===== src/hdl/avcbw_pkg.sv =====
// shared constants and types of the container block walker
// no dependencies
package avcbw_pkg;

  localparam int unsigned OffsetBitsDef = 40;
  localparam int unsigned QueueDepthDef = 2;

  localparam int unsigned CfgIdxW  = 8;
  localparam int unsigned CfgDataW = 40;
  localparam int unsigned WordW    = 32;
  localparam int unsigned FmtW     = 16;
  localparam int unsigned TrackW   = 8;
  localparam int unsigned CountW   = 33;
  localparam int unsigned ProdW    = WordW + TrackW;

  localparam int unsigned GroupHdrLen = 'h14;
  localparam int unsigned FrameHdrLen = 'h08;
  localparam int unsigned AudioSkip   = 'h08 + 'h04;
  localparam int unsigned AudioHdrLen = 'h04;

  localparam int unsigned DivSteps = WordW;
  localparam int unsigned DivCntW  = $clog2(DivSteps);

  localparam logic [CfgIdxW-1:0] CfgFileSize    = CfgIdxW'(0);
  localparam logic [CfgIdxW-1:0] CfgTrackCount  = CfgIdxW'(1);
  localparam logic [CfgIdxW-1:0] CfgTrackSelect = CfgIdxW'(2);
  localparam logic [CfgIdxW-1:0] CfgHalve       = CfgIdxW'(3);

  typedef struct packed {
    logic audio;
    logic at_end;
  } avcbw_flags_t;

  localparam int unsigned FlagsW = $bits(avcbw_flags_t);

  typedef enum logic [1:0] {
    BK_IDLE,
    BK_DIV,
    BK_MUL,
    BK_OUT
  } avcbw_bk_state_e;

endpackage


===== src/hdl/avcbw_if.sv =====


interface avcbw_out_if import avcbw_pkg::*; #(
  parameter int unsigned OFFSET_BITS = OffsetBitsDef
);
  logic                   valid;
  logic                   ready;
  logic [OFFSET_BITS-1:0] current_offset;
  logic [OFFSET_BITS-1:0] next_offset;
  logic [WordW-1:0]       sample_count;
  logic [OFFSET_BITS-1:0] data_offset;
  logic                   audio_frame;
  logic [FmtW-1:0]        audio_fmt;
  logic                   end_reached;

  modport source (output valid, current_offset, next_offset, sample_count, data_offset,
                  audio_frame, audio_fmt, end_reached, input ready);
  modport sink (input valid, current_offset, next_offset, sample_count, data_offset,
                audio_frame, audio_fmt, end_reached, output ready);
endinterface



===== src/hdl/avcbw_back.sv =====
// back part: divides the audio bytes among the tracks, scales to the selected
// track and holds the result register; depends on avcbw_pkg, avcbw_if
module avcbw_back import avcbw_pkg::*; #(
  parameter int unsigned OFFSET_BITS = OffsetBitsDef
) (
  input  logic                   clk_i,
  input  logic                   rst_ni,
  input  logic                   q_empty_i,
  output logic                   pop_o,
  input  logic [OFFSET_BITS-1:0] cur_i,
  input  logic [OFFSET_BITS-1:0] nxt_i,
  input  logic [OFFSET_BITS-1:0] base_i,
  input  logic [WordW-1:0]       samples_i,
  input  logic [FmtW-1:0]        fmt_i,
  input  logic [WordW-1:0]       abytes_i,
  input  avcbw_flags_t           flags_i,
  input  logic [TrackW-1:0]      track_count_i,
  input  logic [TrackW-1:0]      track_select_i,
  avcbw_out_if.source            res_o
);
  avcbw_bk_state_e state_q, state_d;

  logic                   skip;
  logic                   out_ld;
  logic                   ov_q, ov_d;
  logic [DivCntW-1:0]     cnt_q, cnt_d;
  logic [OFFSET_BITS-1:0] cur_q, nxt_q, base_q;
  logic [WordW-1:0]       smp_q;
  logic [FmtW-1:0]        fmt_q;
  avcbw_flags_t           flags_q;
  logic [WordW-1:0]       dq_q;
  logic [TrackW-1:0]      rem_q;
  logic [TrackW:0]        trial;
  logic                   ge;
  logic [ProdW-1:0]       prod_q;
  logic [TrackW-1:0]      tsel_m1;

  logic [OFFSET_BITS-1:0] o_cur_q, o_nxt_q, o_doff_q;
  logic [WordW-1:0]       o_smp_q;
  logic [FmtW-1:0]        o_fmt_q;
  avcbw_flags_t           o_flags_q;

  assign skip    = flags_i.audio && (track_count_i > TrackW'(1)) && (track_select_i > TrackW'(1));
  assign trial   = {rem_q, dq_q[WordW-1]};
  assign ge      = trial >= {1'b0, track_count_i};
  assign tsel_m1 = track_select_i - TrackW'(1);

  always_comb begin
    state_d = state_q;
    pop_o   = 1'b0;
    out_ld  = 1'b0;
    cnt_d   = cnt_q;
    unique case (state_q)
      BK_IDLE: begin
        cnt_d = '0;
        if (!q_empty_i) begin
          pop_o   = 1'b1;
          state_d = skip ? BK_DIV : BK_OUT;
        end
      end
      BK_DIV: begin
        cnt_d = cnt_q + DivCntW'(1);
        if (cnt_q == DivCntW'(DivSteps - 1)) begin
          state_d = BK_MUL;
        end
      end
      BK_MUL: begin
        state_d = BK_OUT;
      end
      BK_OUT: begin
        if (!ov_q || res_o.ready) begin
          out_ld  = 1'b1;
          state_d = BK_IDLE;
        end
      end
    endcase
  end

  assign ov_d = out_ld || (ov_q && !res_o.ready);

  always_ff @(posedge clk_i or negedge rst_ni) begin
    if (!rst_ni) begin
      state_q <= BK_IDLE;
      ov_q    <= 1'b0;
      cnt_q   <= '0;
    end else begin
      state_q <= state_d;
      ov_q    <= ov_d;
      cnt_q   <= cnt_d;
    end
  end

  // working registers
  always_ff @(posedge clk_i) begin
    if (pop_o) begin
      cur_q   <= cur_i;
      nxt_q   <= nxt_i;
      base_q  <= base_i;
      smp_q   <= samples_i;
      fmt_q   <= fmt_i;
      flags_q <= flags_i;
      dq_q    <= abytes_i;
      rem_q   <= '0;
      prod_q  <= '0;
    end else if (state_q == BK_DIV) begin
      rem_q <= ge ? TrackW'(trial - {1'b0, track_count_i}) : trial[TrackW-1:0];
      dq_q  <= {dq_q[WordW-2:0], ge};
    end else if (state_q == BK_MUL) begin
      prod_q <= ProdW'(dq_q) * ProdW'(tsel_m1);
    end
  end

  // result register
  always_ff @(posedge clk_i) begin
    if (out_ld) begin
      o_cur_q   <= cur_q;
      o_nxt_q   <= nxt_q;
      o_smp_q   <= smp_q;
      o_fmt_q   <= fmt_q;
      o_flags_q <= flags_q;
      o_doff_q  <= flags_q.audio
                   ? base_q + OFFSET_BITS'(AudioSkip) + OFFSET_BITS'(prod_q) : '0;
    end
  end

  assign res_o.valid          = ov_q;
  assign res_o.current_offset = o_cur_q;
  assign res_o.next_offset    = o_nxt_q;
  assign res_o.sample_count   = o_smp_q;
  assign res_o.data_offset    = o_doff_q;
  assign res_o.audio_frame    = o_flags_q.audio;
  assign res_o.audio_fmt      = o_fmt_q;
  assign res_o.end_reached    = o_flags_q.at_end;

endmodule


===== src/flat_wrapper.sv =====
// flat-port wrapper written by rule: the top's interface ports become plain ports
module avcbw_back_flat import avcbw_pkg::*;
#(
  parameter int unsigned OFFSET_BITS = OffsetBitsDef
)
  (clk_i, rst_ni, q_empty_i, pop_o, cur_i, nxt_i, base_i, samples_i, fmt_i, abytes_i, flags_i, track_count_i, track_select_i, res_o_valid, res_o_current_offset, res_o_next_offset, res_o_sample_count, res_o_data_offset, res_o_audio_frame, res_o_audio_fmt, res_o_end_reached, res_o_ready);
  avcbw_out_if #(.OFFSET_BITS(OFFSET_BITS)) res_o_i ();
  input  logic clk_i;
  input  logic rst_ni;
  input  logic q_empty_i;
  output logic pop_o;
  input  logic [OFFSET_BITS-1:0] cur_i;
  input  logic [OFFSET_BITS-1:0] nxt_i;
  input  logic [OFFSET_BITS-1:0] base_i;
  input  logic [WordW-1:0] samples_i;
  input  logic [FmtW-1:0] fmt_i;
  input  logic [WordW-1:0] abytes_i;
  input  avcbw_flags_t flags_i;
  input  logic [TrackW-1:0] track_count_i;
  input  logic [TrackW-1:0] track_select_i;
  output wire logic [$bits(res_o_i.valid)-1:0] res_o_valid;
  output wire logic [$bits(res_o_i.current_offset)-1:0] res_o_current_offset;
  output wire logic [$bits(res_o_i.next_offset)-1:0] res_o_next_offset;
  output wire logic [$bits(res_o_i.sample_count)-1:0] res_o_sample_count;
  output wire logic [$bits(res_o_i.data_offset)-1:0] res_o_data_offset;
  output wire logic [$bits(res_o_i.audio_frame)-1:0] res_o_audio_frame;
  output wire logic [$bits(res_o_i.audio_fmt)-1:0] res_o_audio_fmt;
  output wire logic [$bits(res_o_i.end_reached)-1:0] res_o_end_reached;
  input wire logic [$bits(res_o_i.ready)-1:0] res_o_ready;
  assign res_o_valid = res_o_i.valid;
  assign res_o_current_offset = res_o_i.current_offset;
  assign res_o_next_offset = res_o_i.next_offset;
  assign res_o_sample_count = res_o_i.sample_count;
  assign res_o_data_offset = res_o_i.data_offset;
  assign res_o_audio_frame = res_o_i.audio_frame;
  assign res_o_audio_fmt = res_o_i.audio_fmt;
  assign res_o_end_reached = res_o_i.end_reached;
  assign res_o_i.ready = res_o_ready;
  avcbw_back #(.OFFSET_BITS(OFFSET_BITS)) u_core (.clk_i(clk_i), .rst_ni(rst_ni), .q_empty_i(q_empty_i), .pop_o(pop_o), .cur_i(cur_i), .nxt_i(nxt_i), .base_i(base_i), .samples_i(samples_i), .fmt_i(fmt_i), .abytes_i(abytes_i), .flags_i(flags_i), .track_count_i(track_count_i), .track_select_i(track_select_i), .res_o(res_o_i));
endmodule

===== config.mk =====
export PLATFORM = sky130hd
export DESIGN_NAME = avcbw_back_flat
export DESIGN_NICKNAME = d
export VERILOG_FILES = /design/src/hdl/avcbw_pkg.sv /design/src/hdl/avcbw_if.sv /design/src/hdl/avcbw_back.sv /design/src/flat_wrapper.sv
export SDC_FILE = /design/constraint.sdc
export NUM_CORES = 1
export LEC_CHECK = 0
export BUFFER_PORTS_ARGS = -buffer_cell sky130_fd_sc_hd__buf_4
export CAP_MARGIN = 20
export CORE_ASPECT_RATIO = 1.4
export CORE_MARGIN = 10
export CORE_UTILIZATION = 62
export CTS_BUF_LIST = sky130_fd_sc_hd__clkbuf_16
export CTS_CLUSTER_SIZE = 14
export DETAILED_ROUTE_END_ITERATION = 10
export GPL_TIMING_DRIVEN = 0
export PLACE_DENSITY = 0.86
export REMOVE_ABC_BUFFERS = 1
export SETUP_SLACK_MARGIN = 0.2
export SLEW_MARGIN = 0
export SYNTH_ARGS = -nofsm -noshare
export SYNTH_HDL_FRONTEND = slang
export SYNTH_SLANG_ARGS = --single-unit

===== constraint.sdc =====
create_clock -name clk_i -period 13.2 [get_ports clk_i]
set_input_delay 2.64 -clock clk_i [delete_from_list [all_inputs] [get_ports clk_i]]
set_output_delay 2.64 -clock clk_i [all_outputs]
set_load 0.03 [all_outputs]

Word-level counts from Yosys, hierarchy flattened
Cells that the tools add are included.
{"block": "totals", "ff_bits": 428, "in_bits": 222, "word_cells": 62}
{"block": "op_classes", "add_sub_neg": 5, "multipliers": 1, "n_lt_le_gt_ge": 3, "n_eq_ne": 7, "mux": 13, "n_bitwise": 1, "reduce_logical": 12}
{"operator": "$mux W32", "count": 2}
{"operator": "$add A40 B4 Y40 const B", "count": 1}
{"operator": "$add A40 B40 Y40", "count": 1}
{"operator": "$mul A32 B8 Y40", "count": 1}
{"operator": "$gt A8 B1 Y1 const B", "count": 2}
{"operator": "$pmux W5 S2", "count": 1}
{"operator": "$ge A9 B8 Y1", "count": 1}
{"operator": "$mux W2", "count": 4}
{"operator": "$mux W8", "count": 1}
{"operator": "$pmux W2 S4", "count": 1}
{"operator": "$sub A8 B1 Y8 const B", "count": 1}
{"operator": "$sub A8 B8 Y8", "count": 1}
{"operator": "$add A5 B1 Y5 const B", "count": 1}
{"operator": "$eq A5 B5 Y1 const B", "count": 1}
{"operator": "$eq A2 B2 Y1 const B", "count": 2}
{"operator": "$mux W1", "count": 4}
{"operator": "$ne A2 B1 Y1 const B", "count": 2}
{"operator": "$reduce_bool A2 Y1", "count": 2}
{"operator": "$logic_and A1 B1 Y1", "count": 3}
{"operator": "$reduce_and A3 Y1", "count": 1}
{"operator": "$eq A2 B1 Y1 const B", "count": 1}
{"operator": "$logic_not A1 Y1", "count": 2}
{"operator": "$logic_not A2 Y1", "count": 1}
{"operator": "$logic_or A1 B1 Y1", "count": 2}
{"operator": "3 further kinds", "count": 3}

Longest topological paths before layout
Gate-level depths: netlist (run 1).
{"block": "logic_depth", "ltp_word": 6, "mapped_depth": 27, "ltp_nobuf": 24}

Worst setup path before layout (run 1)
Ideal clock, no wire load.
{"block": "synth_path", "kind": "input -> output", "startpoint": "in q_empty_i", "endpoint": "out pop_o", "t_arrival_ns": 7.940, "required_time_ns": 10.560, "setup_slack_ns": 2.620, "stages": 3, "cell_sequence": "nand2b_1 inv_2 clkbuf_1"}
{"block": "synth_between", "elab_chain_cells": 2}
{"item": "start, declared", "line_no": "flat_wrapper.sv:10", "source": "input logic q_empty_i;"}
{"item": "$mux W1", "line_no": "avcbw_back.sv:56", "source": "if (!q_empty_i) begin"}
{"item": "$mux W1", "line_no": "avcbw_back.sv:53", "source": "unique case (state_q)"}
{"item": "end, declared", "line_no": "flat_wrapper.sv:11", "source": "output logic pop_o;"}
No other way between the ends.

Worst setup path in the final report (run 1)
{"block": "layout_path", "startpoint": "in track_select_i[0]", "endpoint": "reg u_core.prod_q[33]"}
{"block": "layout_between", "elab_chain_cells": 2}
{"item": "start, declared", "line_no": "flat_wrapper.sv:20", "source": "input logic [TrackW-1:0] track_select_i;"}
{"item": "$sub A8 B1 Y8", "line_no": "avcbw_back.sv:46", "source": "assign tsel_m1 = track_select_i - TrackW'(1);"}
{"item": "$mul A32 B8 Y40", "line_no": "avcbw_back.sv:109", "source": "prod_q <= ProdW'(dq_q) * ProdW'(tsel_m1);"}
{"item": "end signal, assigned", "line_no": "avcbw_back.sv:109"}
{"item": "end, declared", "line_no": "avcbw_back.sv:35", "source": "logic [ProdW-1:0] prod_q;"}
No other way between the ends.
A chain may end at the register's enable or synchronous reset.

==> results of run 1 <==
## stage by stage
step	util, %	cells	hold slack, ps
CTS	75.2	3050	415
global placement	71.1	2963	400
global route	75.2	3051	418
detailed placement	71.9	2975	405
floorplan	-	2036	400
finish	75.2	3053	408
## state kept, by name, summed over array words and instances (netlist names)
| signal | flops |
|---|---|
| u_core.smp_q | 32 |
| u_core.flags_q | 2 |
| u_core.base_q | 40 |
| u_core.res_o.next_offset | 40 |
| u_core.res_o.audio_fmt | 16 |
| u_core.res_o.valid | 1 |
| u_core.res_o.data_offset | 40 |
| u_core.prod_q | 40 |
| u_core.fmt_q | 16 |
| u_core.state_q | 2 |
| u_core.nxt_q | 40 |
| u_core.res_o.audio_frame | 1 |
| u_core.cur_q | 40 |
| u_core.res_o.sample_count | 32 |
| u_core.dq_q | 32 |
| u_core.cnt_q | 5 |
| u_core.res_o.end_reached | 1 |
| u_core.rem_q | 8 |
| u_core.res_o.current_offset | 40 |
## layer usage
metal / part of all wire, % / vias up / wire [µm]
met3: 7.6 / 93 / 4840
met1: 37 / 8509 / 23400
li1: - / 7940 / -
met5: 0.014 / - / 9
met4: 2.5 / 2 / 1570
met2: 53 / 677 / 34100
## logic make-up after synthesis
group | synth area share [%]
compound gates | 8.19
buf+inv | 4.52
xor+xnor | 2.39
flops | 48.7
fa+ha+maj | 22.0
mux | 1.11
simple gates | 13.1
## synthesized netlist by cell type (4+ instances only)
| cell type | n | share of area (%) |
|---|---|---|
| dfrtp_1 | 8 | 0.79 |
| clkbuf_1 | 58 | 0.86 |
| xnor2_1 | 35 | 1.2 |
| nor2_1 | 100 | 1.5 |
| a211oi_1 | 18 | 0.53 |
| o41ai_2 | 5 | 0.32 |
| o31a_1 | 4 | 0.14 |
| fa_1 | 182 | 14 |
| o21ai_0 | 40 | 0.79 |
| o21a_1 | 12 | 0.36 |
| xor2_1 | 34 | 1.2 |
| nor4_1 | 7 | 0.17 |
| o21bai_1 | 13 | 0.39 |
| inv_1 | 226 | 3.4 |
| nand3_1 | 23 | 0.46 |
| a21o_1 | 48 | 1.4 |
| mux2i_1 | 27 | 1.1 |
| nor2b_1 | 80 | 2.0 |
| o22ai_1 | 4 | 0.099 |
| o31ai_2 | 4 | 0.20 |
| nand4_1 | 18 | 0.45 |
| dfxtp_1 | 48 | 3.8 |
| edfxtp_1 | 372 | 44 |
| nor3_1 | 21 | 0.42 |
| buf_2 | 6 | 0.12 |
| nand2b_1 | 42 | 1.0 |
| o21ai_1 | 19 | 0.38 |
| nand2_1 | 202 | 3.0 |
| a21oi_1 | 77 | 1.5 |
| ha_1 | 153 | 7.6 |
| and2_1 | 128 | 3.2 |
| a31oi_1 | 8 | 0.20 |
| and3_1 | 5 | 0.12 |
| a211o_1 | 7 | 0.24 |
| buf_1 | 8 | 0.12 |
| o31ai_1 | 4 | 0.12 |
## how the worst min path moves through the flow
stage                                                    endpoint  cells after the start
after CTS                     u_core.res_o.audio_fmt[4]$_DFFE_PP_                      0
after detailed placement     u_core.res_o.audio_fmt[12]$_DFFE_PP_                      0
after global routing          u_core.res_o.audio_fmt[4]$_DFFE_PP_                      0
final                      u_core.res_o.next_offset[30]$_DFFE_PP_                      0
after floorplan               u_core.res_o.audio_fmt[0]$_DFFE_PP_                      0
after global placement    u_core.res_o.sample_count[26]$_DFFE_PP_                      0
## worst register-to-register path, delay by kind of cell, from the launching register on
kind,cells,cell delay (ps)
compound gates,5,1040
flops,1,520
fa+ha+maj,5,2480
buf+inv,2,100
simple gates,4,1010
xor+xnor,1,170
## area by class of cell
type	count	area [µm²]
flip-flops and latches	428	12300
multi-input cells	1381	11900
fillers	2636	9980
repair buffers	406	3200
clock buffers	47	1180
inverters	227	860
well taps	534	668
clock inverters	28	170
diodes	2	5.00
==> summary.txt, run 1 <==
Hold path
  • Hold path start: u_core.nxt_q[30]$_DFFE_PP_
  • Hold Path Class: flip-flop to flip-flop

Finish
  • Most frequent cells in the layout: 393 x buf_4, 372 x edfxtp_1, 232 x inv_1
  • Synthesis-to-layout area growth: 19.8%
  • Layout cells sized above 1: between 20% and 30%
  • Layout net count: 3043
  • Final instance area: 30300 µm²
  • Most common cell after layout, fill and taps aside: buf_4

Critical path
  • Worst EP arrival: ~9400 ps
  • Worst R2R Setup Slack: slightly below 8000 ps
  • CP top delay family: adder cells
  • Cell depth of the worst setup path: 23
  • Setup crit start kind: primary input
  • Reg2reg path depth: 17
  • Worst setup path start: track_select_i[0]
  • WP data required: between 10000 and 15000 ps
  • Worst Path Buf+Inv: 5
  • Critical path class: primary input to flip-flop
  • Crit path cell chain: buf_4, inv_1, ha_1, inv_1, nor2_1, xor2_2, and2_1, fa_1, fa_1, fa_1, inv_1, fa_1, inv_1, ha_1, o21ai_0, nor2b_1, nor4_1, a21oi_1, nor2_1, o21ai_1, a41oi_1, xor2_1, a21oi_1
  • Max Fanout on Critical Path: 30
  • CP Capture Type: flip-flop
  • RR Endpoint: u_core.prod_q[33]$_SDFFE_PP0P_
  • Worst path slowest cell: inv_1
  • Critical Path End: u_core.prod_q[33]$_SDFFE_PP0P_
  • Worst R2R Start: u_core.dq_q[8]$_DFFE_PP_
  • Max incr delay on CP: just under 800 ps

Synth
  • Ys flop type: edfxtp_1
  • Synth Instances: around 2100
  • FFs w/ async S/R, synth: under 10%
  • Synthesized cell area: 25300 µm²
  • Yosys reg bits: between 400 and 500
  • Sequential area share after synthesis: a little under 50%
  • Synth cell types: 80
  • Yosys Warn Count: 0
  • Avg Cell Area, Syn: ~12 µm²
  • Post-synth EDFFs: around 370

Clock network
  • CTS HTree Levels: 2
  • CTS resizes: 0
  • Hold Buf Count CTS: 0
  • Clk Latency, worst-skew pair: ~560 ps
  • TritonCTS buffer count: 42
  • Root Buffer: clkbuf_16
  • Longest Clk Path Bufs: 3
  • Clock-pin slew on the worst setup and hold paths: ~60 ps
  • TritonCTS clock tree: yes
  • Clk sinks: between 400 and 500
  • Post-CTS setup buffer count: 0

STA
  • Final hold violation count: 0
  • Setup violators final: 0
  • Rel. slew slack: 27.7%
  • Clock skew: around 26 ps
  • Final worst setup slack: between 4000 and 5000 ps
  • RSZ-0062 raised after global routing: false
  • Setup TNS: 0 ps
  • Final Critical Period: between 8000 and 9000 ps
  • Tcrit/Tclk final: about two thirds
  • Fmax: around 110 MHz
  • Final Max Tran Viols: 0
  • Least-Margin Pin Slew: 1080 ps

Floorplanning
  • Die Height: about 260 µm
  • Die area: 49400 µm²
  • Core area: between 40000 and 50000 µm²
  • Row cnt: 87
  • Chip width: between 150 and 200 µm
  • Initial Util: 62.8%
  • Top Ports: about 390

Drt
  • Routed WL per cell: 20.9 µm
  • Drt first-iter violations: between 1000 and 1500
  • Final wirelength: ~64000 µm
  • Vias per cell: approximately 5.6
  • Vias post-DR: between 15000 and 20000
  • 1st-pass router iterations: 5
  • Remaining DRCs: 0
  • Antenna-violating nets left: 0

Run
  • Max_cap viols: 0

Placed design
  • Hpwl dp: 49700 µm
  • Dpl ws: slightly below 4000 ps
  • Final Wtd Congestion: 0.944
  • Port-buffer cells: 393
  • DP Area: approximately 29000 µm²

Global route
  • Initial antenna violation count: 1
  • Top Usage Layer GRT: met2
  • Met3 Use GR: around 5.1%
  • GRT overflow: 0
  • Overall routing resource usage: about 26%
  • Pin count of the biggest net entering global routing: roughly 150
  • Number of global-route vias before repair: around 18000
  • First-pass GRT wire length: 99700 µm
  • GRT met2 Usage: 47.2%
  • Met1 GRT Util: around 29%

Status
  • Status: finished clean
Power of run 1 is left out: the tool's default activity adds up to more than one toggle a clock period on the data nets, which glitch-free logic cannot reach.
==> inputs of run 2 (changes only) <==
- CORE_UTILIZATION: 62 -> 58
- PLACE_DENSITY: 0.86 -> 0.81
- clock period: 13.2 -> 8.5 ns (I/O delays scaled with it)
==> run 2 against run 1 <==
  * Final cell count is 0.52% higher
  * Non-clock buffer count did not move
  * Worst hold slack improved by 3.9 ps
  * Design area about the same
  * First-iteration DRC count is 3.4% higher
  * Core utilization down 5.0 points
  * Count of clock-buffer cells in the layout fell by 4
  * Register-to-register slack got worse by 4800 ps
  * Setup slack got worse by 3300 ps
  * Critical path depth down 2
  * Global-route usage shrank 2.3 points
  * Sequential cell count did not move
  * Largest cell class unchanged
  * Highest routed layer is now met4
==> summary.txt, run 2 (synthesis results as in run 1) <==
Status
  • Status: finished clean (unchanged)

Placed design
  • Final Wtd Congestion: 0.885 (was 0.944)
  • Cells after DPL: 2993 (was 2975)
  • Port-buffer cells: 393 (unchanged)
  • Hpwl dp: 49000 µm (was 49700 µm)

Floorplanning
  • Die area: 52500 µm² (was 49400 µm²)
  • Chip width: 197 µm (was 191 µm)
  • Core area: 43100 µm² (was 40300 µm²)
  • Die Height: 267 µm (was 259 µm)
  • Row cnt: 90 (was 87)
  • Initial Util: 58.7% (was 62.8%)
  • Top Ports: 394 (unchanged)

Global route
  • Initial antenna violation count: 1 (unchanged)
  • Overall routing resource usage: 23.2% (was 25.6%)
  • GRT overflow: 0 (unchanged)
  • First-pass GRT wire length: 96400 µm (was 99700 µm)
  • Pin count of the biggest net entering global routing: 128 (was 145)
  • Number of global-route vias before repair: 17700 (was 18000)

Critical path
  • CP Capture Type: flip-flop (unchanged)
  • Max Fanout on Critical Path: 32 (was 30)
  • Worst setup path start: track_select_i[0] (unchanged)
  • RR Endpoint: u_core.prod_q[33]$_SDFFE_PP0P_ (unchanged)
  • WP data required: 8940 ps (was 13640 ps)
  • Worst R2R Start: u_core.dq_q[8]$_DFFE_PP_ (unchanged)
  • Setup crit start kind: primary input (unchanged)
  • Worst R2R Setup Slack: 2990 ps (was 7780 ps)
  • Critical path class: primary input to flip-flop (unchanged)
  • Worst EP arrival: 7940 ps (was 9360 ps)
  • Reg2reg path depth: 17 (unchanged)

Hold path
  • WHS Endpoint: u_core.res_o.next_offset[24]$_DFFE_PP_ (was u_core.res_o.next_offset[30]$_DFFE_PP_)
  • Hold Path Class: flip-flop to flip-flop (unchanged)
  • Hold path start: u_core.nxt_q[24]$_DFFE_PP_ (was u_core.nxt_q[30]$_DFFE_PP_)
  • Min-Delay Path Depth: 0 (unchanged)

STA
  • Tcrit/Tclk final: ~88%
  • Final hold violation count: 0 (unchanged)
  • RSZ-0062 raised after global routing: false (unchanged)
  • Setup violators final: 0 (unchanged)
  • Final Critical Period: approximately 7500 ps
  • Least-Margin Pin Slew: 1030 ps (was 1080 ps)
  • Clock skew: 24.5 ps (was 26.0 ps)
  • Fmax: ~130 MHz
  • Worst hold slack: 412 ps (was 408 ps)
  • Final Max Tran Viols: 0 (unchanged)
  • Rel. slew slack: 31.2% (was 27.7%)

Clock network
  • Post-CTS setup buffer count: 0 (unchanged)
  • Longest Clk Path Bufs: 3 (unchanged)
  • Root Buffer: clkbuf_16 (unchanged)
  • Clk sinks: 428 (unchanged)
  • Clk Latency, worst-skew pair: 570 ps (was 560 ps)
  • CTS HTree Levels: 2 (unchanged)
  • TritonCTS clock tree: yes (unchanged)
  • Clock-pin slew on the worst setup and hold paths: 60 ps (about the same)
  • Hold Buf Count CTS: 0 (unchanged)
  • TritonCTS buffer count: 42 (unchanged)
  • CTS resizes: 0 (unchanged)

Finish
  • Layout net count: 3043 (unchanged)
  • Post-Layout Cell Count: 3069 (was 3053)
  • Layout cells sized above 1: 20.1% (was 20.3%)
  • Synthesis-to-layout area growth: 19.8% (about the same)
  • Register area: 12300 µm² (unchanged)
  • Number of fill cells: 3017 (was 2636)
  • Area of the multi-input gates: 11900 µm² (about the same)
  • Ant diodes: 0 (was 2)
  • Most common cell after layout, fill and taps aside: buf_4 (unchanged)
  • Most frequent cells in the layout: 394 x buf_4, 372 x edfxtp_1, 236 x inv_1 (was 393 x buf_4, 372 x edfxtp_1, 232 x inv_1)

Run
  • Max_cap viols: 0 (unchanged)

Drt
  • Drt first-iter violations: 1044 (was 1010)
  • Routed WL per cell: 20.4 µm (was 20.9 µm)
  • 1st-pass router iterations: 5 (unchanged)
  • Remaining DRCs: 0 (unchanged)
  • Final wirelength: 62500 µm (was 63900 µm)
  • Vias post-DR: 17000 (was 17200)
  • Antenna-violating nets left: 0 (unchanged)
  • Vias per cell: 5.55 (was 5.64)
-- run 2: layout make-up --
type	count	share of cell area, %
Clock buffer	43	3.55
Multi-Input combinational cell	1381	39.3
Tap cell	552	2.28
Inverter	227	2.84
Timing Repair Buffer	406	10.6
Clock inverter	32	0.756
Sequential cell	428	40.7
-- run 2: worst max-delay path: stages --
cell	delay, ps
buf_4	160
inv_1	190
ha_1	330
xor2_4	740
and2_1	260
fa_1	430
fa_1	520
fa_1	540
inv_1	50
fa_1	520
inv_1	40
ha_1	340
o21ai_0	390
nor2b_1	130
nor4_1	450
a21oi_1	140
nor2_1	250
o21ai_1	190
a41oi_1	290
xor2_1	170
a21oi_1	80
-- run 2: per-layer routing --
layer	vias up	part of all wire, %	GRT usage, %
li1	7942	-	-
met1	8332	39	27.5
met2	654	51	41.3
met3	97	7.2	4.92
met4	0	2.8	7.26
met5	-	0	0
-- run 2: through the flow --
step                      cell area, µm²  setup TNS, ps  worst slack, ps  utilization, %
after floorplan                    25000              0              454               -
after global placement             28600         -40870            -1710            66.4
after detailed placement           29000           -878             -209            67.2
after CTS                          30300              0              378            70.2
after global routing               30300              0              666            70.2
final                              30300              0              994            70.2
-- run 2: worst max path at each step --
stage | end | slack, ps
detailed placement | u_core.prod_q[33]$_SDFFE_PP0P_ | -210
finish | u_core.prod_q[33]$_SDFFE_PP0P_ | 990
CTS | u_core.prod_q[33]$_SDFFE_PP0P_ | 380
global placement | u_core.prod_q[39]$_SDFFE_PP0P_ | -1710
floorplan | u_core.prod_q[39]$_SDFFE_PP0P_ | 450
global route | u_core.prod_q[33]$_SDFFE_PP0P_ | 670
Power of run 2 is left out for the same reason.
==> inputs of run 3 (changes only) <==
- CORE_UTILIZATION: 58 -> 54
- CTS_BUF_LIST: sky130_fd_sc_hd__clkbuf_16 -> sky130_fd_sc_hd__clkbuf_4 sky130_fd_sc_hd__clkbuf_8
- PLACE_DENSITY: 0.81 -> 0.8
- clock period: 8.5 -> 6.7 ns (I/O delays scaled with it)
==> run 3 against run 2 <==
  * Setup slack got worse by 690 ps
  * Count of clock-buffer cells in the layout increased by 45
  * Critical path depth up 3
  * Sequential share of layout area is 1.1 points lower
  * Clock skew up 20 ps
  * Wire length is 5.9% higher
  * Critical endpoint is now u_core.prod_q[36]$_SDFFE_PP0P_
  * Largest cell class unchanged
==> summary.txt, run 3 (synthesis results as in run 1) <==
Status
  • Status: finished clean (unchanged)

Drt
  • 1st-pass router iterations: 5 (unchanged)
  • Vias per cell: 5.43 (was 5.55)
  • Final wirelength: 66200 µm (was 62500 µm)
  • Antenna-violating nets left: 0 (unchanged)
  • Routed WL per cell: 20.6 µm (was 20.4 µm)
  • Vias post-DR: 17500 (was 17000)
  • Drt first-iter violations: 1042 (was 1044)
  • Remaining DRCs: 0 (unchanged)

Critical path
  • WP data required: 7200 ps (was 8940 ps)
  • Worst R2R Setup Slack: 1450 ps (was 2990 ps)
  • Most Frequent Cell on Critical Path: fa_1 (unchanged)
  • RR Endpoint: u_core.prod_q[36]$_SDFFE_PP0P_ (was u_core.prod_q[33]$_SDFFE_PP0P_)
  • Critical Path End: u_core.prod_q[36]$_SDFFE_PP0P_ (was u_core.prod_q[33]$_SDFFE_PP0P_)
  • Reg2reg path depth: 17 (unchanged)
  • Max incr delay on CP: 570 ps (was 740 ps)
  • Crit path cell chain: buf_12, nor3_4, nand2b_4, nor4_4, xor2_2, buf_4, buf_4, and2_1, fa_1, fa_1, fa_1, inv_1, fa_1, inv_1, ha_4, nand2_2, nor4b_4, a211o_1, a21oi_4, a2111o_2, nor3_4, a211oi_2, xnor2_1, o21ai_1 (was buf_4, inv_1, ha_1, xor2_4, and2_1, fa_1, fa_1, fa_1, inv_1, fa_1, inv_1, ha_1, o21ai_0, nor2b_1, nor4_1, a21oi_1, nor2_1, o21ai_1, a41oi_1, xor2_1, a21oi_1)
  • Worst setup path start: track_select_i[3] (was track_select_i[0])
  • CP Capture Type: flip-flop (unchanged)
  • Setup crit start kind: primary input (unchanged)
  • Critical path class: primary input to flip-flop (unchanged)
  • Worst path slowest cell: a2111o_2 (was xor2_4)
  • Worst EP arrival: 6900 ps (was 7940 ps)
  • Worst R2R Start: u_core.dq_q[6]$_DFFE_PP_ (was u_core.dq_q[8]$_DFFE_PP_)
  • Max Fanout on Critical Path: 6 (was 32)

Global route
  • Overall routing resource usage: 22.7% (was 23.2%)
  • Initial antenna violation count: 4 (was 1)
  • GRT overflow: 0 (unchanged)
  • First-pass GRT wire length: 99700 µm (was 96400 µm)
  • Pin count of the biggest net entering global routing: 130 (was 128)
  • Number of global-route vias before repair: 18000 (was 17700)

STA
  • Worst hold slack: 411 ps (was 412 ps)
  • Clock skew: 44.4 ps (was 24.5 ps)
  • Final hold violation count: 0 (unchanged)
  • Least-Margin Pin Slew: 886 ps (was 1030 ps)
  • Setup violators final: 0 (unchanged)
  • RSZ-0062 raised after global routing: true (was false)
  • Rel. slew slack: 40.3% (was 31.2%)
  • Final Critical Period: 6400 ps
  • Tcrit/Tclk final: between 90% and 100%
  • Final Max Tran Viols: 0 (unchanged)
  • Fmax: about 160 MHz

Floorplanning
  • Initial Util: 54.8% (was 58.7%)
  • Chip width: 203 µm (was 197 µm)
  • Die Height: 276 µm (was 267 µm)
  • Row cnt: 93 (was 90)
  • Top Ports: 394 (unchanged)
  • Core area: 46200 µm² (was 43100 µm²)
  • Die area: 56000 µm² (was 52500 µm²)

Placed design
  • Final Wtd Congestion: 0.881 (was 0.885)
  • Hpwl dp: 50400 µm (was 49000 µm)
  • Port-buffer cells: 393 (unchanged)

Clock network
  • Clk Latency, worst-skew pair: 640 ps (was 570 ps)
  • TritonCTS clock tree: yes (unchanged)
  • Clk sinks: 428 (unchanged)
  • TritonCTS buffer count: 67 (was 42)
  • Root Buffer: clkbuf_8 (was clkbuf_16)
  • Longest Clk Path Bufs: 3 (unchanged)
  • CTS HTree Levels: 3 (was 2)
  • Clock-pin slew on the worst setup and hold paths: 60 ps (about the same)

Run
  • Max_cap viols: 0 (unchanged)

Finish
  • Most common cell after layout, fill and taps aside: buf_4 (unchanged)
  • Most frequent cells in the layout: 424 x buf_4, 372 x edfxtp_1, 223 x inv_1 (was 394 x buf_4, 372 x edfxtp_1, 236 x inv_1)
  • Util after Layout: 67.5% (was 70.2%)
  • Synthesis-to-layout area growth: 23.2% (was 19.8%)
  • Layout net count: 3106 (was 3043)
  • Layout cells sized above 1: 24.3% (was 20.1%)

Hold path
  • Hold Path Class: flip-flop to flip-flop (unchanged)
## run 3: how the worst min path moves through the flow
stage	startpoint	endpoint	slack, ps	cells past startpoint
3_5_place_dp	u_core.cur_q[14]$_DFFE_PP_	u_core.res_o.current_offset[14]$_DFFE_PP_	400	0
5_1_grt	u_core.smp_q[16]$_DFFE_PP_	u_core.res_o.sample_count[16]$_DFFE_PP_	420	0
4_1_cts	u_core.smp_q[6]$_DFFE_PP_	u_core.res_o.sample_count[6]$_DFFE_PP_	410	0
6_report	u_core.smp_q[6]$_DFFE_PP_	u_core.res_o.sample_count[6]$_DFFE_PP_	410	0
2_1_floorplan	u_core.fmt_q[0]$_DFFE_PP_	u_core.res_o.audio_fmt[0]$_DFFE_PP_	400	0
3_3_place_gp	u_core.nxt_q[26]$_DFFE_PP_	u_core.res_o.next_offset[26]$_DFFE_PP_	400	0
## run 3: critical path: cells and delay by family
kind / cells / cell delay, ps
xor gates and xnor gates: 2 / 490
adders and majority gates: 5 / 2180
and+or+nand+nor: 7 / 1440
buffers and inverters: 5 / 490
AOI/OAI and AO/OA: 5 / 940
## run 3: cell type report
type / instances / area (µm²)
fillers: 3327 / 15000
flip-flops and latches: 428 / 12300
multi-input cells: 1382 / 12200
repair buffers: 442 / 3520
clock buffers: 88 / 1100
inverters: 227 / 863
well taps: 617 / 772
clock inverters: 33 / 348
diodes: 3 / 7.51
repair inverters: 1 / 5.00
## run 3: per-stage QoR
| step | cells | instance area [µm²] | setup slack (ps) | setup TNS [ps] |
|---|---|---|---|---|
| floorplan | 2036 | 25000 | -986 | -19840 |
| global route | 3221 | 31200 | 106 | 0 |
| CTS | 3187 | 30600 | 189 | 0 |
| global placement | 3046 | 28700 | -3110 | -374720 |
| finish | 3221 | 31200 | 304 | 0 |
| detailed placement | 3057 | 29000 | -1580 | -35500 |
## run 3: metal layers
metal | part of all wire (%) | global-route usage, %
met1 | 37 | 25.5
met4 | 4.4 | 9.40
met5 | 0.030 | 0
met3 | 7.3 | 5.52
met2 | 52 | 40.4
## run 3: repair_timing
action	4_1_cts	5_1_grt
setup endpoints to repair	30	18
gates resized for setup	9	56
cloned	2	2
pin swaps	5	35
hold buffers	0	0
buffers inserted	7	29
Power of run 3 is left out for the same reason.
